[src/hw/rtl/smmla_pkg.sv]
// shared constants and controller/datapath handshake types for the
// sample min/max leaky average block; no dependencies
`timescale 1ns / 1ps

package smmla_pkg;

	localparam int SAMPLE_WIDTH_DEF = 16;
	localparam int SUM_WIDTH_DEF    = 24;
	localparam int COUNT_W          = 8;
	localparam int APB_DATA_W       = 32;
	localparam int APB_ADDR_W       = 2;

	localparam logic [COUNT_W-1:0]    WINDOW_RESET    = 8'd10;
	localparam logic [APB_ADDR_W-1:0] REG_WINDOW_ADDR = 2'd0;

	typedef struct packed {
		logic load;
		logic div_step;
		logic finish;
	} smmla_cmd_t;

	typedef struct packed {
		logic need_div;
		logic div_last;
		logic out_free;
	} smmla_sts_t;

endpackage

[src/hw/rtl/smmla_sample_if.sv]
// valid/ready channel carrying one input sample
// depends on smmla_pkg for the default width
`timescale 1ns / 1ps

interface smmla_sample_if #(
	parameter int SAMPLE_WIDTH = smmla_pkg::SAMPLE_WIDTH_DEF
);
	logic                           valid;
	logic                           ready;
	logic signed [SAMPLE_WIDTH-1:0] sample;

	modport source (output valid, output sample, input ready);
	modport sink   (input valid, input sample, output ready);
endinterface

[src/hw/rtl/smmla_result_if.sv]
// valid/ready channel carrying one result with all tracked values
// depends on smmla_pkg for default widths
`timescale 1ns / 1ps

interface smmla_result_if #(
	parameter int SAMPLE_WIDTH = smmla_pkg::SAMPLE_WIDTH_DEF,
	parameter int SUM_WIDTH    = smmla_pkg::SUM_WIDTH_DEF
);
	logic                              valid;
	logic                              ready;
	logic signed [SAMPLE_WIDTH-1:0]    last_value;
	logic signed [SAMPLE_WIDTH-1:0]    min_value;
	logic signed [SAMPLE_WIDTH-1:0]    max_value;
	logic signed [SUM_WIDTH-1:0]       leaky_sum;
	logic [smmla_pkg::COUNT_W-1:0]     sample_count;

	modport source (
		output valid, output last_value, output min_value, output max_value,
		output leaky_sum, output sample_count, input ready
	);
	modport sink (
		input valid, input last_value, input min_value, input max_value,
		input leaky_sum, input sample_count, output ready
	);
endinterface

[src/hw/rtl/smmla_ctrl.sv]
// controller state machine: accept, serial divide when needed, finish into result register
// depends on smmla_pkg for the command and status structs
`timescale 1ns / 1ps

module smmla_ctrl (
	input  logic                   clk,
	input  logic                   arst_n,
	input  logic                   in_valid,
	output logic                   in_ready,
	input  smmla_pkg::smmla_sts_t  sts,
	output smmla_pkg::smmla_cmd_t  cmd
);
	import smmla_pkg::*;

	typedef enum logic [2:0] {
		ST_IDLE = 3'b001,
		ST_DIV  = 3'b010,
		ST_FIN  = 3'b100
	} state_t;

	state_t state_q;
	state_t state_next;

	always_ff @(posedge clk or negedge arst_n) begin
		if (!arst_n) begin
			state_q <= ST_IDLE;
		end else begin
			state_q <= state_next;
		end
	end

	always_comb begin
		state_next   = state_q;
		in_ready     = 1'b0;
		cmd.load     = 1'b0;
		cmd.div_step = 1'b0;
		cmd.finish   = 1'b0;
		case (state_q)
			ST_IDLE: begin
				in_ready = 1'b1;
				if (in_valid) begin
					cmd.load   = 1'b1;
					state_next = sts.need_div ? ST_DIV : ST_FIN;
				end
			end
			ST_DIV: begin
				cmd.div_step = 1'b1;
				if (sts.div_last) begin
					state_next = ST_FIN;
				end
			end
			ST_FIN: begin
				if (sts.out_free) begin
					cmd.finish = 1'b1;
					state_next = ST_IDLE;
				end
			end
			default: begin
				state_next = ST_IDLE;
			end
		endcase
	end

endmodule

[src/hw/rtl/smmla_dp.sv]
// datapath: tracked state, restoring divider by the count, saturating add,
// result register; depends on smmla_pkg
`timescale 1ns / 1ps

module smmla_dp #(
	parameter int SAMPLE_WIDTH = smmla_pkg::SAMPLE_WIDTH_DEF,
	parameter int SUM_WIDTH    = smmla_pkg::SUM_WIDTH_DEF
) (
	input  logic                              clk,
	input  logic                              arst_n,
	input  smmla_pkg::smmla_cmd_t             cmd,
	output smmla_pkg::smmla_sts_t             sts,
	input  logic signed [SAMPLE_WIDTH-1:0]    sample,
	input  logic [smmla_pkg::COUNT_W-1:0]     window,
	input  logic                              res_ready,
	output logic                              res_valid,
	output logic signed [SAMPLE_WIDTH-1:0]    last_value,
	output logic signed [SAMPLE_WIDTH-1:0]    min_value,
	output logic signed [SAMPLE_WIDTH-1:0]    max_value,
	output logic signed [SUM_WIDTH-1:0]       leaky_sum,
	output logic [smmla_pkg::COUNT_W-1:0]     sample_count
);
	import smmla_pkg::*;

	localparam int CNT_W = $clog2(SUM_WIDTH + 1);
	localparam int EXT_W = ((SAMPLE_WIDTH > SUM_WIDTH) ? SAMPLE_WIDTH : SUM_WIDTH) + 1;

	localparam logic signed [SAMPLE_WIDTH-1:0] MIN_RESET = {1'b0, {(SAMPLE_WIDTH-1){1'b1}}};
	localparam logic signed [SUM_WIDTH-1:0]    SUM_MAX   = {1'b0, {(SUM_WIDTH-1){1'b1}}};
	localparam logic signed [SUM_WIDTH-1:0]    SUM_MIN   = {1'b1, {(SUM_WIDTH-1){1'b0}}};

	logic signed [SAMPLE_WIDTH-1:0] last_q, min_q, max_q, sample_q;
	logic signed [SUM_WIDTH-1:0]    sum_q;
	logic [COUNT_W-1:0]             count_q;
	logic                           need_div_q, neg_q, res_valid_q;
	logic [COUNT_W-1:0]             rem_q;
	logic [SUM_WIDTH-1:0]           quo_q;
	logic [CNT_W-1:0]               cnt_q;

	logic                           count_below;
	logic [SUM_WIDTH-1:0]           sum_mag;
	logic [COUNT_W:0]               trial, diff;
	logic signed [SUM_WIDTH-1:0]    dec;
	logic signed [EXT_W-1:0]        acc;
	logic signed [SUM_WIDTH-1:0]    sat;

	assign count_below  = count_q < window;
	assign sum_mag      = sum_q[SUM_WIDTH-1] ? -sum_q : sum_q;
	assign sts.need_div = !count_below && (count_q != '0);
	assign sts.div_last = cnt_q == CNT_W'(1);
	assign sts.out_free = !res_valid_q || res_ready;

	// one quotient bit per step
	assign trial = {rem_q, quo_q[SUM_WIDTH-1]};
	assign diff  = trial - {1'b0, count_q};

	// sum minus sum/count (truncated toward zero) when dividing, plus the sample, saturated
	always_comb begin
		if (!need_div_q) begin
			dec = sum_q;
		end else if (neg_q) begin
			dec = sum_q + signed'(quo_q);
		end else begin
			dec = sum_q - signed'(quo_q);
		end
		acc = signed'({{(EXT_W-SUM_WIDTH){dec[SUM_WIDTH-1]}}, dec})
			+ signed'({{(EXT_W-SAMPLE_WIDTH){sample_q[SAMPLE_WIDTH-1]}}, sample_q});
		if (acc[EXT_W-1:SUM_WIDTH-1] == '0 || acc[EXT_W-1:SUM_WIDTH-1] == '1) begin
			sat = acc[SUM_WIDTH-1:0];
		end else if (acc[EXT_W-1]) begin
			sat = SUM_MIN;
		end else begin
			sat = SUM_MAX;
		end
	end

	always_ff @(posedge clk or negedge arst_n) begin
		if (!arst_n) begin
			last_q      <= '0;
			min_q       <= MIN_RESET;
			max_q       <= '0;
			sum_q       <= '0;
			count_q     <= '0;
			need_div_q  <= 1'b0;
			cnt_q       <= '0;
			res_valid_q <= 1'b0;
		end else begin
			if (cmd.load) begin
				last_q     <= sample;
				need_div_q <= sts.need_div;
				cnt_q      <= CNT_W'(SUM_WIDTH);
				if (sample > max_q) begin
					max_q <= sample;
				end
				if (sample < min_q) begin
					min_q <= sample;
				end
				if (count_below) begin
					count_q <= count_q + COUNT_W'(1);
				end
			end else if (cmd.div_step) begin
				cnt_q <= cnt_q - CNT_W'(1);
			end
			if (cmd.finish) begin
				sum_q       <= sat;
				res_valid_q <= 1'b1;
			end else if (res_ready) begin
				res_valid_q <= 1'b0;
			end
		end
	end

	always_ff @(posedge clk) begin
		if (cmd.load) begin
			sample_q <= sample;
			neg_q    <= sum_q[SUM_WIDTH-1];
			quo_q    <= sum_mag;
			rem_q    <= '0;
		end else if (cmd.div_step) begin
			if (!diff[COUNT_W]) begin
				rem_q <= diff[COUNT_W-1:0];
				quo_q <= {quo_q[SUM_WIDTH-2:0], 1'b1};
			end else begin
				rem_q <= trial[COUNT_W-1:0];
				quo_q <= {quo_q[SUM_WIDTH-2:0], 1'b0};
			end
		end
		if (cmd.finish) begin
			last_value   <= last_q;
			min_value    <= min_q;
			max_value    <= max_q;
			leaky_sum    <= sat;
			sample_count <= count_q;
		end
	end

	assign res_valid = res_valid_q;

	a_finish_has_room: assert property (@(posedge clk) disable iff (!arst_n)
		cmd.finish |-> (!res_valid_q || res_ready))
		else $error("result register overwritten while still pending");

	a_count_steps: assert property (@(posedge clk) disable iff (!arst_n)
		cmd.load |=> (count_q == $past(count_q) || count_q == $past(count_q) + COUNT_W'(1)))
		else $error("sample count moved by more than one");

	a_max_floor: assert property (@(posedge clk) disable iff (!arst_n)
		!max_q[SAMPLE_WIDTH-1])
		else $error("running maximum fell below zero");

	a_div_bounded: assert property (@(posedge clk) disable iff (!arst_n)
		cmd.div_step |-> cnt_q != '0)
		else $error("divider stepped past its last bit");

endmodule

[src/hw/rtl/sample_min_max_leaky_average.sv]
// Sample min/max leaky average. Each accepted sample updates the last value, the running
// minimum and maximum, a count capped at the window register and a leaky sum that loses
// sum/count per sample once the count has reached the window. While the count is still
// filling, an item goes from accept straight to finish; once the sum decays it first passes
// through the restoring divider, which retires one quotient bit per cycle.
// Results wait in an output register, so the next sample is accepted while one is pending.
// top level: apb window register, controller and datapath; uses smmla_pkg, smmla_ctrl,
// smmla_dp and the two channel interfaces
`timescale 1ns / 1ps

module sample_min_max_leaky_average #(
	parameter int SAMPLE_WIDTH = smmla_pkg::SAMPLE_WIDTH_DEF,
	parameter int SUM_WIDTH    = smmla_pkg::SUM_WIDTH_DEF
) (
	input  logic                               clk,
	input  logic                               arst_n,
	smmla_sample_if.sink                       samples,
	smmla_result_if.source                     results,
	input  logic                               psel,
	input  logic                               penable,
	input  logic                               pwrite,
	input  logic [smmla_pkg::APB_ADDR_W-1:0]   paddr,
	input  logic [smmla_pkg::APB_DATA_W-1:0]   pwdata,
	output logic [smmla_pkg::APB_DATA_W-1:0]   prdata,
	output logic                               pready
);
	import smmla_pkg::*;

	logic [COUNT_W-1:0] window_q;
	smmla_cmd_t         cmd;
	smmla_sts_t         sts;

	assign pready = 1'b1;

	always_ff @(posedge clk or negedge arst_n) begin
		if (!arst_n) begin
			window_q <= WINDOW_RESET;
		end else if (psel && penable && pwrite && pready && paddr == REG_WINDOW_ADDR) begin
			window_q <= pwdata[COUNT_W-1:0];
		end
	end

	assign prdata = (paddr == REG_WINDOW_ADDR) ? APB_DATA_W'(window_q) : '0;

	smmla_ctrl u_ctrl (
		.clk      (clk),
		.arst_n   (arst_n),
		.in_valid (samples.valid),
		.in_ready (samples.ready),
		.sts      (sts),
		.cmd      (cmd)
	);

	smmla_dp #(
		.SAMPLE_WIDTH (SAMPLE_WIDTH),
		.SUM_WIDTH    (SUM_WIDTH)
	) u_dp (
		.clk          (clk),
		.arst_n       (arst_n),
		.cmd          (cmd),
		.sts          (sts),
		.sample       (samples.sample),
		.window       (window_q),
		.res_ready    (results.ready),
		.res_valid    (results.valid),
		.last_value   (results.last_value),
		.min_value    (results.min_value),
		.max_value    (results.max_value),
		.leaky_sum    (results.leaky_sum),
		.sample_count (results.sample_count)
	);

endmodule
[src/flat_wrapper.sv]
// flat-port wrapper written by rule: the top's interface ports become plain ports
module sample_min_max_leaky_average_flat import smmla_pkg::*;
#(
	parameter int SAMPLE_WIDTH = smmla_pkg::SAMPLE_WIDTH_DEF,
	parameter int SUM_WIDTH    = smmla_pkg::SUM_WIDTH_DEF
)
  (clk, arst_n, psel, penable, pwrite, paddr, pwdata, prdata, pready, samples_valid, samples_sample, samples_ready, results_valid, results_last_value, results_min_value, results_max_value, results_leaky_sum, results_sample_count, results_ready);
  smmla_sample_if #(.SAMPLE_WIDTH(SAMPLE_WIDTH)) samples_i ();
  smmla_result_if #(.SAMPLE_WIDTH(SAMPLE_WIDTH), .SUM_WIDTH(SUM_WIDTH)) results_i ();
  input  logic clk;
  input  logic arst_n;
  input  logic psel;
  input  logic penable;
  input  logic pwrite;
  input  logic [smmla_pkg::APB_ADDR_W-1:0] paddr;
  input  logic [smmla_pkg::APB_DATA_W-1:0] pwdata;
  output logic [smmla_pkg::APB_DATA_W-1:0] prdata;
  output logic pready;
  input wire logic [$bits(samples_i.valid)-1:0] samples_valid;
  input wire logic [$bits(samples_i.sample)-1:0] samples_sample;
  output wire logic [$bits(samples_i.ready)-1:0] samples_ready;
  output wire logic [$bits(results_i.valid)-1:0] results_valid;
  output wire logic [$bits(results_i.last_value)-1:0] results_last_value;
  output wire logic [$bits(results_i.min_value)-1:0] results_min_value;
  output wire logic [$bits(results_i.max_value)-1:0] results_max_value;
  output wire logic [$bits(results_i.leaky_sum)-1:0] results_leaky_sum;
  output wire logic [$bits(results_i.sample_count)-1:0] results_sample_count;
  input wire logic [$bits(results_i.ready)-1:0] results_ready;
  assign samples_i.valid = samples_valid;
  assign samples_i.sample = samples_sample;
  assign samples_ready = samples_i.ready;
  assign results_valid = results_i.valid;
  assign results_last_value = results_i.last_value;
  assign results_min_value = results_i.min_value;
  assign results_max_value = results_i.max_value;
  assign results_leaky_sum = results_i.leaky_sum;
  assign results_sample_count = results_i.sample_count;
  assign results_i.ready = results_ready;
  sample_min_max_leaky_average #(.SAMPLE_WIDTH(SAMPLE_WIDTH), .SUM_WIDTH(SUM_WIDTH)) u_core (.clk(clk), .arst_n(arst_n), .samples(samples_i), .results(results_i), .psel(psel), .penable(penable), .pwrite(pwrite), .paddr(paddr), .pwdata(pwdata), .prdata(prdata), .pready(pready));
endmodule
[config.mk]
export PLATFORM = sky130hd
export DESIGN_NAME = sample_min_max_leaky_average_flat
export DESIGN_NICKNAME = d
export VERILOG_FILES = /design/src/hw/rtl/smmla_pkg.sv /design/src/hw/rtl/smmla_sample_if.sv /design/src/hw/rtl/smmla_result_if.sv /design/src/hw/rtl/smmla_ctrl.sv /design/src/hw/rtl/smmla_dp.sv /design/src/hw/rtl/sample_min_max_leaky_average.sv /design/src/flat_wrapper.sv
export SDC_FILE = /design/constraint.sdc
export NUM_CORES = 1
export LEC_CHECK = 0
export ABC_AREA = 1
export ABC_CLOCK_PERIOD_IN_PS = 22700
export BUFFER_PORTS_ARGS = -buffer_cell sky130_fd_sc_hd__buf_2
export CAP_MARGIN = 25
export CORE_UTILIZATION = 50
export DETAILED_ROUTE_END_ITERATION = 10
export PLACE_DENSITY = 0.7
export SETUP_SLACK_MARGIN = 0.15
export SLEW_MARGIN = 15
export SYNTH_ARGS = -nofsm -noshare
export SYNTH_HDL_FRONTEND = slang
export SYNTH_HIERARCHICAL = 1
export SYNTH_SLANG_ARGS = --single-unit
[constraint.sdc]
create_clock -name clk -period 22.7 [get_ports clk]
set_input_delay 2.27 -clock clk [delete_from_list [all_inputs] [get_ports clk]]
set_output_delay 2.27 -clock clk [all_outputs]
set_load 0.02 [all_outputs]
# After elaboration in Yosys (flattened, before gate mapping)
# Index checks and enable logic that the tools add are counted.
dict set report op_classes {
  addsub 7
  magnitude_cmp 3
  n_eq_ne 8
  n_mux 25
  reduce_logical 17
}
# op count
set ops {}
lappend ops {{$mux 24} 7}
lappend ops {{$add 24x16->25} 1}
lappend ops {{$add 24x24->24} 1}
lappend ops {{$neg 24->24} 1}
lappend ops {{$sub 24x24->24} 1}
lappend ops {{$gt 16x16->1} 1}
lappend ops {{$lt 16x16->1} 1}
lappend ops {{$mux 8} 2}
lappend ops {{$mux 3} 4}
lappend ops {{$mux 5} 2}
lappend ops {{$mux 1} 9}
lappend ops {{$pmux 3 s3} 1}
lappend ops {{$sub 9x8->9} 1}
lappend ops {{$add 8x1->8 const B} 1}
lappend ops {{$lt 8x8->1} 1}
lappend ops {{$reduce_bool 8->1} 1}
lappend ops {{$reduce_and 2->1} 3}
lappend ops {{$eq 5x1->1 const B} 1}
lappend ops {{$sub 5x1->5 const B} 1}
lappend ops {{$logic_and 1x1->1} 4}
lappend ops {{$logic_not 2->1} 2}
lappend ops {{$ne 2x1->1 const B} 2}
lappend ops {{$reduce_bool 2->1} 2}
lappend ops {{$eq 3x1->1 const B} 1}
lappend ops {{other kinds (7)} 9}
dict set report totals {
  register_bits 227
  out_inout_bits 115
  word_cells 79
}

# Depth between registers and ports, before layout
dict set report depth {
  depth_word 7
  depth_mapped 39
  ltp_nobuf 38
}

# Hierarchy
# Netlist, hierarchy kept.
# mod instances cells_per_inst area_per_inst_um2
set by_module_without_submodules {}
lappend by_module_without_submodules {smmla_dp 1 1668 13660.6}
lappend by_module_without_submodules {sample_min_max_leaky_average 1 81 620.6}
lappend by_module_without_submodules {smmla_ctrl 1 30 219.0}

# Worst setup path after synthesis
# Ideal clock, no wire load.
dict set report synth_path {
  path_type {input to register}
  from {in results_ready}
  to {reg u_core.u_dp.sum_q[10]}
  setup_time_ns 0.116
  t_arrival_ns 10.883
  required_time_ns 22.584
  setup_slack_ns 11.701
  path_stages 9
  path_buffers 2
  path_cell_list {inv_1 -> nand2_1 -> inv_1 -> nor4_1 -> clkbuf_1 -> inv_1 -> clkbuf_1 -> nand2_1 -> nand2_1}
}
# item line
set synth_lines {}
lappend synth_lines {{start, declared} flat_wrapper.sv:28} ;# input wire logic [$bits(results_i.ready)-1:0] results_ready;
lappend synth_lines {{end signal, assigned} smmla_dp.sv:105} ;# sum_q <= sat;
lappend synth_lines {{end, declared} smmla_dp.sv:33} ;# logic signed [SUM_WIDTH-1:0] sum_q;

# Worst setup path in the final report
dict set report layout_path {
  from {reg u_core.u_dp.quo_q[0]}
  to {reg u_core.u_dp.sum_q[1]}
}
dict set report layout_via {
  elab_chain_cells 7
  elab_cells_between_ends 10
  cone_classes {add/sub: 3; eq/ne: 1; mux: 4; reduce/logical: 2}
}
# item line
set layout_lines {}
lappend layout_lines {{start, declared} smmla_dp.sv:37} ;# logic [SUM_WIDTH-1:0] quo_q;
lappend layout_lines {{start signal, assigned} smmla_dp.sv:117} ;# quo_q <= sum_mag;
lappend layout_lines {{start signal, assigned} smmla_dp.sv:122} ;# quo_q <= {quo_q[SUM_WIDTH-2:0], 1'b1};
lappend layout_lines {{start signal, assigned} smmla_dp.sv:125} ;# quo_q <= {quo_q[SUM_WIDTH-2:0], 1'b0};
lappend layout_lines {{$sub 24x24->24 / $add 24x24->24 (equally long branches)} {smmla_dp.sv:64, smmla_dp.sv:62}}
lappend layout_lines {{$mux 24 (*)} smmla_dp.sv:61} ;# end else if (neg_q) begin
lappend layout_lines {{$mux 24 (*)} smmla_dp.sv:59} ;# if (!need_div_q) begin
lappend layout_lines {{$add 24x16->25 (*)} smmla_dp.sv:67} ;# + signed'({{(EXT_W-SAMPLE_WIDTH){sample_q[SAMPLE_WIDTH-1]}}, sample_q});
lappend layout_lines {{$eq 2x2->1 / $logic_not 2->1 (equally long branches)} smmla_dp.sv:68} ;# if (acc[EXT_W-1:SUM_WIDTH-1] == '0 || acc[EXT_W-1:SUM_WIDTH-1] == '1) begin
lappend layout_lines {{$logic_or 1x1->1} smmla_dp.sv:68}
lappend layout_lines {{$mux 24 (*)} smmla_dp.sv:68}
lappend layout_lines {{net u_core.u_dp.sat[1]} smmla_dp.sv:45} ;# logic signed [SUM_WIDTH-1:0] sat;
# Mark *: on every way through the listed nets, which the timed path passes. The rest lies on a longest branch.
# A chain may end at the register's enable or synchronous reset.

==> flow_summary_export.csv <==
group,metric,value,unit
status,outcome,"completed",
worst_setup_path,slowest_delay,0.41,ns
yosys,netlist_top_cells_area,"edfxtp_1 25%, dfrtp_1 14%, nand2_1 14%, ha_1 8.6%, inv_1 5.0%",
final_layout,final_cell_mix,"525 x nand2_1, 192 x inv_1, 126 x nor2_1",
final_layout,nFillCells,2585,
cts,ctsResizeCount,0,
yosys,synth_cells,1779,
hold_path,hold_path_end,"u_core/u_dp/last_value[4]",
cts,cts.sinks,227,
floorplanning,io_pins,172,
sta,tightest_slew,0.9819,ns
hold_path,min_path_cells,0,
worst_setup_path,rr_startpoint,"u_core/u_dp/quo_q[0]",
sta,setup_viol,0,
placement,port_buffers,122,
global_route,grt_pass1_wl,61480,um
cts,cts_setup_buffers,0,
worst_setup_path,crit_arrival,6.17,ns
cts,clock_latency,0.54,ns
route,routed_via_density,5.386,
final_layout,final-seq-area,6269,um^2
worst_setup_path,critical_path_required,23.17,ns
sta,relSlewSlack,34.54,%
yosys,syn_area_per_cell,8.151,um^2
yosys,yosysTopAreaCellShare,25.06,%
worst_setup_path,reg2reg_depth,33,
hold_path,holdCritPathClass,"flip-flop to flip-flop",
cts,tritoncts.num_buffers,25,
worst_setup_path,crit_top_cell,"nand2_1",
floorplanning,die_area,29690,um^2
final_layout,num_antenna_cells,0,
final_layout,area_growth,12.14,%
sta,fmax,175.4,MHz
sta,slew_viol_final,0,
global_route,grt_use_total,26.61,%
route,drt-initial-drc-count,1019,
yosys,syn_area,14500,um^2
route,ant_nets,0,
global_route,grt-ovfl-total,0,
floorplanning,die_w,172.3,um
route,wl,38500,um
yosys,synth_compound_area_share,8.819,%
floorplanning,die_h,172.3,um
global_route,grt_pass1_vias,11638,
yosys,synth_fa_ha_area_share,9.043,%
yosys,ys_seq_area_share,43.23,%
route,drc,0,
hold_path,min_from,"u_core/u_dp/last_q[4]",
floorplanning,rows,61,
yosys,synth_xor_area_share,4.349,%
sta,rsz0062_at_grt,"no",
yosys,synth_top_family_by_area,"simple AND/OR/NAND/NOR gates",
route,drt-pass1-iter-count,5,
cts,h-tree-depth,1,
cts,cts-root-buf,"clkbuf_16",
cts,cts_tree,"yes",
worst_setup_path,cp_max_fo,16,
sta,final.setup.tns,0,ns
cts,cts.reportedPaths.clkPinSlew,0.06,ns
cts,clk_path_buf_depth,3,
final_layout,multiInputGateArea,7203,um^2
final_layout,final_nets,2059,
worst_setup_path,end_kind,"flip-flop",
global_route,grt_antenna_before_repair,0,
worst_setup_path,crit_type,"flip-flop to flip-flop",
job,max-cap-violations,0,
sta,finalHoldViolations,0,
cts,hold_buffers,0,
sta,period_needed,5.702,ns
yosys,yosysTopAreaCell,"edfxtp_1",
route,dr_total_vias,12367,
sta,fin_worst_skew,0.01536,ns
worst_setup_path,cp_slowest_cell,"ha_1",
yosys,synthMuxAreaShare,0,%
yosys,yosys_warnings,6,
yosys,yosys.area_share.simple,26.72,%
route,drt-wirelength-per-cell,16.77,um
floorplanning,initial_core_util,51.49,%
placement,place.gp.congestion,0.9598,
yosys,ys_seq_elements,227,
placement,dp_hpwl,28980,um
floorplanning,core_region_area,28160,um^2
worst_setup_path,r2r_setup_slack,17.00,ns
final_layout,drive_gt1_share,13.24,%
final_layout,final_common_cell,"nand2_1",
worst_setup_path,startpoint_type,"flip-flop",
global_route,grt_max_degree,75,
yosys,synth_cell_types,54,
sta,post-route-period-util,25.12,%
worst_setup_path,reg2reg_to,"u_core/u_dp/sum_q[1]",
-- metrics by stage --
| stage | utilization (%) | area, um^2 | cells | hold WS, ns | setup WS (ns) |
|---|---|---|---|---|---|
| CTS | 57.44 | 16180 | 2293 | 0.4502 | 16.56 |
| detailed placement | 54.59 | 15370 | 2247 | 0.4353 | 16.59 |
| global placement | 54.59 | 15370 | 2247 | 0.4316 | 16.64 |
| floorplan | - | 14590 | 1802 | 0.4231 | 11.70 |
| finish | 57.74 | 16260 | 2296 | 0.4475 | 17.00 |
| global route | 57.74 | 16260 | 2296 | 0.4541 | 16.42 |
-- logic make-up (layout without fill, tap and decap cells) --
| logic type | after synthesis | count (layout) |
|---|---|---|
| simple gates | 886 | 886 |
| compound gates | 226 | 226 |
| other cells | 2 | 25 |
| buf+inv | 263 | 379 |
| flops | 227 | 227 |
| xor+xnor | 72 | 72 |
| fa+ha+maj | 103 | 103 |
-- cell usage after synthesis (all sizes together) --
library cell  instances
a211oi                2
a21boi                4
a21o                  4
a21oi                77
a31oi                15
a32oi                 1
and2                  3
and3                  2
buf                  41
clkbuf               23
clkinv                2
conb                  2
dfrtp                80
dfstp                18
dfxtp                 8
edfxtp              121
fa                    3
ha                  100
inv                 197
nand2               562
nand3                76
nand3b                5
nand4                68
nor2                137
nor3                 18
nor4                  4
o2111ai               1
o211ai               10
o21a                  4
o21ai                86
o21bai               14
o22ai                 2
o31ai                 2
o41ai                 4
or2                  11
xnor2                23
xor2                 49
-- registers in the layout (all words and copies together), names as in the netlist, 16 cells and up --
register	cells
u_core/u_dp/min_q	16
u_core/u_dp/min_value	16
u_core/u_dp/last_q	16
u_core/u_dp/sample_q	16
u_core/u_dp/sum_q	24
u_core/u_dp/quo_q	24
u_core/u_dp/leaky_sum	24
u_core/u_dp/max_value	16
u_core/u_dp/last_value	16
u_core/u_dp/max_q	16
-- worst max-delay path: cells and delay by family, from the launching register on --
| kind | cells | cell delay, ns |
|---|---|---|
| compound gates | 2 | 0.26 |
| xor+xnor | 1 | 0.18 |
| simple gates | 24 | 3.23 |
| fa+ha+maj | 3 | 0.98 |
| buf+inv | 3 | 0.61 |
| flops | 1 | 0.39 |
-- final cells by class --
type | instances | share of cell area, %
clock inverter | 11 | 0.7464
timing repair buffer | 134 | 4.694
multi-input combinational | 1312 | 44.30
sequential | 227 | 38.55
inverter | 199 | 4.601
tap | 378 | 2.909
clock buffer | 35 | 4.201
-- how the worst max path moves through the flow --
stage	slack, ns	depth (start not counted)	start	endpoint
floorplan	11.70	9	results_ready	u_core/u_dp/sum_q[10]
global placement	16.64	32	u_core/u_dp/quo_q[0]	u_core/u_dp/sum_q[19]
detailed placement	16.59	32	u_core/u_dp/quo_q[0]	u_core/u_dp/sum_q[21]
CTS	16.56	32	u_core/u_dp/quo_q[0]	u_core/u_dp/sum_q[21]
global route	16.42	33	u_core/u_dp/quo_q[0]	u_core/u_dp/sum_q[1]
finish	17.00	33	u_core/u_dp/quo_q[0]	u_core/u_dp/sum_q[1]
-- per-layer routing --
layer / vias up / track usage, % / share of wire (%)
li1: 6087 / - / -
met1: 5829 / 37.39 / 46
met2: 387 / 42.41 / 46
met3: 64 / 3.616 / 5.9
met4: 0 / 8.426 / 2.8
met5: - / 0 / 0
Power is left out: the tool's default activity adds up to more than one toggle a clock period on the data nets, which glitch-free logic cannot reach.
